File: config.mk
export PLATFORM = sky130hd
export DESIGN_NAME = oprc_cell
export DESIGN_NICKNAME = d
export VERILOG_FILES = /design/src/sv/oprc_pkg.sv /design/src/sv/oprc_cell.sv
export SDC_FILE = /design/constraint.sdc
export NUM_CORES = 1
export LEC_CHECK = 0
export ABC_AREA = 1
export BUFFER_PORTS_ARGS = -buffer_cell sky130_fd_sc_hd__buf_2
export CORE_ASPECT_RATIO = 1.5
export CORE_MARGIN = 8
export CORE_UTILIZATION = 45
export CTS_CLUSTER_DIAMETER = 120
export DETAILED_ROUTE_END_ITERATION = 7
export PLACE_DENSITY = 0.77
export SLEW_MARGIN = 40
export SYNTH_ARGS = -nofsm -noshare
export SYNTH_HDL_FRONTEND = slang
export SYNTH_SLANG_ARGS = --single-unit
File: constraint.sdc
create_clock -name clock -period 2.8 [get_ports clock]
set_clock_uncertainty 0.1 [all_clocks]
set_input_delay 0.42 -clock clock [delete_from_list [all_inputs] [get_ports clock]]
set_output_delay 0.42 -clock clock [all_outputs]
set_load 0.01 [all_outputs]
File: src/sv/oprc_pkg.sv
// Package for the optimal-replacement cache simulator.
// Sizes, field widths, codes and shared types; no dependencies.
package oprc_pkg;

   // Build sizes
   localparam int TRACE_DEPTH = 1024;
   localparam int WAYS        = 16;
   localparam int ADDR_BITS   = 32;

   // Derived widths
   localparam int TIDX_W = $clog2(TRACE_DEPTH);
   localparam int TLEN_W = $clog2(TRACE_DEPTH + 1);
   localparam int WAY_W  = (WAYS > 1) ? $clog2(WAYS) : 1;
   localparam int FILL_W = $clog2(WAYS + 1);
   localparam int DRN_W  = $clog2(WAYS + 1);

   // Fixed field widths of the channels
   localparam int CFG_W     = 5;
   localparam int IN_ADDR_W = 32;
   localparam int OUT_WAY_W = 4;
   localparam int OUT_IDX_W = 10;
   localparam int CNT_W     = 11;

   // Item kinds
   localparam logic KIND_LOAD = 1'b0;
   localparam logic KIND_STEP = 1'b1;

   // Outcome codes
   typedef enum logic [1:0] {
      OUT_HIT  = 2'd0,
      OUT_COMP = 2'd1,
      OUT_CAP  = 2'd2,
      OUT_NONE = 2'd3
   } outcome_type;

   // Controller states
   typedef enum logic [2:0] {
      ST_IDLE,
      ST_READ,
      ST_HIT,
      ST_EARLY,
      ST_DECIDE,
      ST_LATE,
      ST_CHAIN,
      ST_FIN
   } state_type;

   // Trace word moving down the row of cells
   typedef struct packed {
      logic                 vld;
      logic [ADDR_BITS-1:0] word;
      logic [TIDX_W-1:0]    k;
   } scan_type;

   // Victim search token moving down the row of cells
   typedef struct packed {
      logic              active;
      logic              found;
      logic [TIDX_W-1:0] far;
      logic [WAY_W-1:0]  victim;
   } chain_type;

endpackage

File: src/sv/oprc_cell.sv
// One cache way: tag, next-use capture during the forward scan and one
// step of the victim search. Depends on oprc_pkg.
module oprc_cell import oprc_pkg::*; (
   input  logic                 clock,
   input  logic                 reset,
   input  logic [WAY_W-1:0]     way_idx,
   input  logic                 filled,
   input  logic                 tag_we,
   input  logic [ADDR_BITS-1:0] tag_wdata,
   input  logic                 clear_seen,
   input  logic [ADDR_BITS-1:0] probe,
   output logic                 hit,
   input  scan_type             scan_in,
   output scan_type             scan_out,
   input  chain_type            chain_in,
   output chain_type            chain_out
);

   logic [ADDR_BITS-1:0] tag_ff;
   logic                 seen_ff, seen_in;
   logic [TIDX_W-1:0]    k_ff, k_in;
   scan_type             scan_ff;
   chain_type            chain_ff, chain_in_nx;

   assign hit = filled && (tag_ff == probe);

   // first recurrence of the tag in the later trace
   always_comb begin
      seen_in = seen_ff;
      k_in    = k_ff;
      if (clear_seen) begin
         seen_in = 1'b0;
      end else if (scan_in.vld && !seen_ff && (scan_in.word == tag_ff)) begin
         seen_in = 1'b1;
         k_in    = scan_in.k;
      end
   end

   // victim search step: lowest way never reused, else farthest reuse
   always_comb begin
      chain_in_nx = chain_in;
      if (chain_in.active && filled && !chain_in.found) begin
         if (!seen_ff) begin
            chain_in_nx.found  = 1'b1;
            chain_in_nx.victim = way_idx;
         end else if (k_ff >= chain_in.far) begin
            chain_in_nx.far    = k_ff;
            chain_in_nx.victim = way_idx;
         end
      end
   end

   always_ff @(posedge clock) begin
      if (reset) begin
         seen_ff         <= 1'b0;
         scan_ff.vld     <= 1'b0;
         chain_ff.active <= 1'b0;
      end else begin
         seen_ff         <= seen_in;
         scan_ff.vld     <= scan_in.vld;
         chain_ff.active <= chain_in_nx.active;
      end
      if (tag_we) begin
         tag_ff <= tag_wdata;
      end
      k_ff            <= k_in;
      scan_ff.word    <= scan_in.word;
      scan_ff.k       <= scan_in.k;
      chain_ff.found  <= chain_in_nx.found;
      chain_ff.far    <= chain_in_nx.far;
      chain_ff.victim <= chain_in_nx.victim;
   end

   assign scan_out  = scan_ff;
   assign chain_out = chain_ff;

endmodule

* After elaboration in Yosys (flattened, before gate mapping)
Cells that the tools add are included.
W data, S select, Z words.
** Operators by class
- Magnitude comparators :: 1
- Equal/unequal tests :: 2
- Muxes and demuxes :: 5
- Bitwise logic cells :: 1
- Reduce and logical (&&, ||, !) cells :: 9
** Operator list (number)
- $eq A32 B32 Y1 :: 2
- $mux W15 :: 1
- $mux W14 :: 1
- $ge A10 B10 Y1 :: 1
- $mux W10 :: 1
- $logic_and A1 B1 Y1 :: 5
- $mux W4 :: 1
- $logic_not A1 Y1 :: 2
- $reduce_and A2 Y1 :: 1
- $reduce_or A2 Y1 :: 1
- $mux W1 :: 1
- $not A1 Y1 :: 1
** Storage, ports and cells
- Bits in registers :: 102
- Output and inout port bits :: 60
- Word-level logic and storage cells :: 28

* Logic depth before layout (Yosys ltp)
- Word-level depth :: 4
- Mapped depth :: 11
- Depth with buffers taken out :: 11

* Worst setup path after synthesis
Ideal clock, no wire load.
- Path kind :: input to register
- Start :: input port scan_in[37] (netlist bit)
- End :: register k_ff[0] (enable)
- Setup time :: 0.390 ns
- Arrival :: 1.652 ns
- Required time :: 2.310 ns
- Slack :: 0.659 ns
- Stages on the path :: 8
- Path buffers :: 0
- Path through :: inv_1 nand2_1 o21ai_0 nor3_1 nand2_1 nor2_1 nand3_1 nor3_1
** On the way
- Longest elaborated chain between the ends :: 3
** Ends and longest elaborated chain
- from (decl) :: line oprc_cell.sv:13 : input scan_type scan_in,
- $eq A32 B32 Y1 :: line oprc_cell.sv:33 : end else if (scan_in.vld && !seen_ff && (scan_in.word == tag_ff)) begin
- $logic_and A1 B1 Y1 :: line oprc_cell.sv:33
- $reduce_and A2 Y1 (no line)
- to (signal assigned) :: line oprc_cell.sv:66 : k_ff <= k_in;
- to (decl) :: line oprc_cell.sv:21 : logic [TIDX_W-1:0] k_ff, k_in;
No other way between the ends.
A chain may end at the register's enable or synchronous reset.

* Worst setup path in the final report
- Start :: register tag_ff[26]
- End :: output port hit
** On the way
- Longest elaborated chain between the ends :: 2
** Ends and longest elaborated chain
- from (decl) :: line oprc_cell.sv:19 : logic [ADDR_BITS-1:0] tag_ff;
- from (signal assigned) :: line oprc_cell.sv:64 : tag_ff <= tag_wdata;
- $eq A32 B32 Y1 :: line oprc_cell.sv:25 : assign hit = filled && (tag_ff == probe);
- $logic_and A1 B1 Y1 :: line oprc_cell.sv:25
- to (decl) :: line oprc_cell.sv:12 : output logic hit,
No other way between the ends.

==> flow_summary.json <==
{
  "hold_viol": 0,
  "setup_violations": 0,
  "dp_hpwl_mm": 10.6,
  "numCtsBuffers": 9,
  "hold_path.class": "in2reg",
  "synth_warnings": 0,
  "cp.arrival_ns": 1.71,
  "synth_fp_nets": 627,
  "crit_fanout": 4,
  "initial_core_util_pct": 46.3,
  "grt_pass1_vias": 4135,
  "synth.yosys.seq_area_share_pct": 57.5,
  "via_per_inst": 4.81,
  "synth_most_common_cell": "nand2_1",
  "drtAntennaViolNets": 0,
  "crit_type": "reg2out",
  "crit_chain": "inv_1, o22ai_1, nor2_1, nand2_1, nor2_1, nand3_1, nor2_1, buf_2",
  "design.die.area_um2": 13000,
  "setup_tns_ns": 0,
  "yosys.area.top_type": "edfxtp_1",
  "core_um2": 9250,
  "grt_usage_pct": 19.3,
  "fmax_ghz": 0.448,
  "grt_use_met2_pct": 34.8,
  "io-pin-count": 192,
  "dp_cells": 788,
  "final_nets": 829,
  "grt_max_degree": 33,
  "synth_area_per_cell_um2": 8.83,
  "grt_pass1_wl_mm": 18.9,
  "post_cts_buffers": 0,
  "top_usage_layer": "met2",
  "drc_errors": 0,
  "crit_family": "simple AND/OR/NAND/NOR gates",
  "critPathLaunchType": "flip-flop",
  "wirelength_mm": 12.6,
  "end_kind": "primary output",
  "wl_per_cell_um": 15.6,
  "hold_buffers": 0,
  "antenna_cells": 0,
  "use_met1_pct": 17.6,
  "tightest_slew_ns": 0.730,
  "slowest_stage": "edfxtp_1",
  "rsz0062_at_grt": "no",
  "ys_ff_latch": 102,
  "status": "finished clean",
  "slew_viol_final": 0,
  "cp.required_ns": 2.28,
  "slew_headroom_pct": 51.3,
  "synth_top_area_share_pct": 29.5,
  "cts_max_path_buffers": 2,
  "die_w_um": 95.6,
  "finalNonFillerCells": 804,
  "antenna_found_initial": 0,
  "synth_ff_type": "dfxtp_1",
  "maxCapViolations": 0,
  "cpPeakStageDelay_ns": 0.40,
  "netlist_area_um2": 4280,
  "clk_root_buffer_cell": "clkbuf_16",
  "cts_tree": "yes",
  "period_minus_slack_ns": 2.23,
  "path_buf_inv": 2,
  "synth_cells": 485,
  "cts_max_level": 3,
  "path_clk_slew_ns": 0.06,
  "leakage_uw": 0.00300,
  "drt_iter0_drc": 116,
  "vias": 3865,
  "area_delta_synth_final_pct": 32.8,
  "gr-usage-met3_pct": 6.77,
  "rows": 43,
  "die_h_um": 135,
  "clkLatencyLatePin_ns": 0.34,
  "async_reset_ff_share_pct": 0,
  "synthTopCellsByCount": "136 x nand2_1, 84 x inv_1, 60 x dfxtp_1, 52 x nor2_1, 42 x edfxtp_1",
  "cpMostUsedCell": "nor2_1",
  "first_pass_iters": 4,
  "synth_edf_count": 42,
  "cts-resized-gates": 0,
  "clock-sinks": 102,
  "fill_cells": 810,
  "portBuffers": 191,
  "grt_overflow": 0,
  "drive_gt1_share_pct": 32.7,
  "vdd_drop_max_v": 0.000383,
  "ys_types": 28,
  "p_per_area_nw_per_um2": 603,
  "post-route-period-util_pct": 79.8,
  "ys_top_cells_by_area": "edfxtp_1 29%, dfxtp_1 28%, nand2_1 12%",
  "gp_congestion": 1.00
}
[sequential cells by signal (all words and copies together) (netlist names)]
name and flops:
chain_out 16, k_ff 10, scan_out 43, seen_ff 1, tag_ff 32
[routing by layer]
metal	share of wire, %	wire [µm]
met5	0	0
met2	51	6430
met3	10	1250
met1	35	4380
met4	4.1	513
[final timing paths]
| check | slack [ns] | start | cells past startpoint | to |
|---|---|---|---|---|
| setup / recovery | 0.57 | tag_ff[26]$_DFFE_PP_ | 8 | hit |
| hold / removal | 0.1 | scan_in[32] | 1 | scan_out[32]$_DFF_P_ |
| setup reg to reg | 0.67 | k_ff[5]$_DFFE_PP_ | 8 | chain_out[4]$_DFF_P_ |
| hold reg to reg | 0.43 | k_ff[2]$_DFFE_PP_ | 2 | chain_out[6]$_DFF_P_ |
[area by class of cell]
type	count	area [µm²]	share of cell area, %
sequential	102	2460	43.3
multi-input combinational	297	1480	26.1
clock inverter	6	86.3	1.52
clock buffer	10	229	4.03
timing repair buffer	193	971	17.1
tap	112	140	2.46
inverter	84	315	5.55
[through the flow]
stage / setup slack, ns / total power, µW / cell area (µm²) / utilization (%) / hold slack [ns]
3_3_place_gp: 0.623 / 2140 / 5370 / 58.0 / 0.394
5_1_grt: 0.432 / 3570 / 5690 / 61.4 / 0.0799
3_5_place_dp: 0.517 / 2150 / 5370 / 58.0 / 0.425
6_report: 0.566 / 3430 / 5690 / 61.4 / 0.0956
4_1_cts: 0.544 / 3460 / 5690 / 61.4 / 0.0813
2_1_floorplan: 0.659 / 1920 / 4280 / - / 0.348
[where the power goes]
part           switching (µW)  total [µW]  leakage, µW  internal [µW]
clock network             526        1310     0.000142            780
logic                     255         446      0.00195            191
registers                39.3        1680     0.000909           1640
total                     820        3430      0.00300           2610
[worst reg2reg max path, delay by kind of cell (launching register included)]
family          cells  cell delay [ns]
compound gates      2             0.33
fa+ha+maj           1             0.31
flops               1             0.40
simple gates        5             0.85
[cells in the final DEF, fill, tap and decap left out, drive strengths merged, types with 3 or more instances in the layout]
master / instances
buf: 193
nand2: 137
inv: 84
dfxtp: 60
nor2: 53
edfxtp: 42
o21ai: 28
nand3: 16
xor2: 10
ha: 10
clkbuf: 10
a21oi: 7
nor3: 7
xnor2: 6
o22ai: 5
or2: 5
clkinvlp: 3
[cell families after synthesis]
kind of cell | synth area share, %
AOI/OAI and AO/OA | 7.19
xor gates and xnor gates | 3.27
adders and majority gates | 2.92
buffers and inverters | 7.89
DFF | 57.5
and+or+nand+nor | 21.2
(Power assumes the default switching activity.)
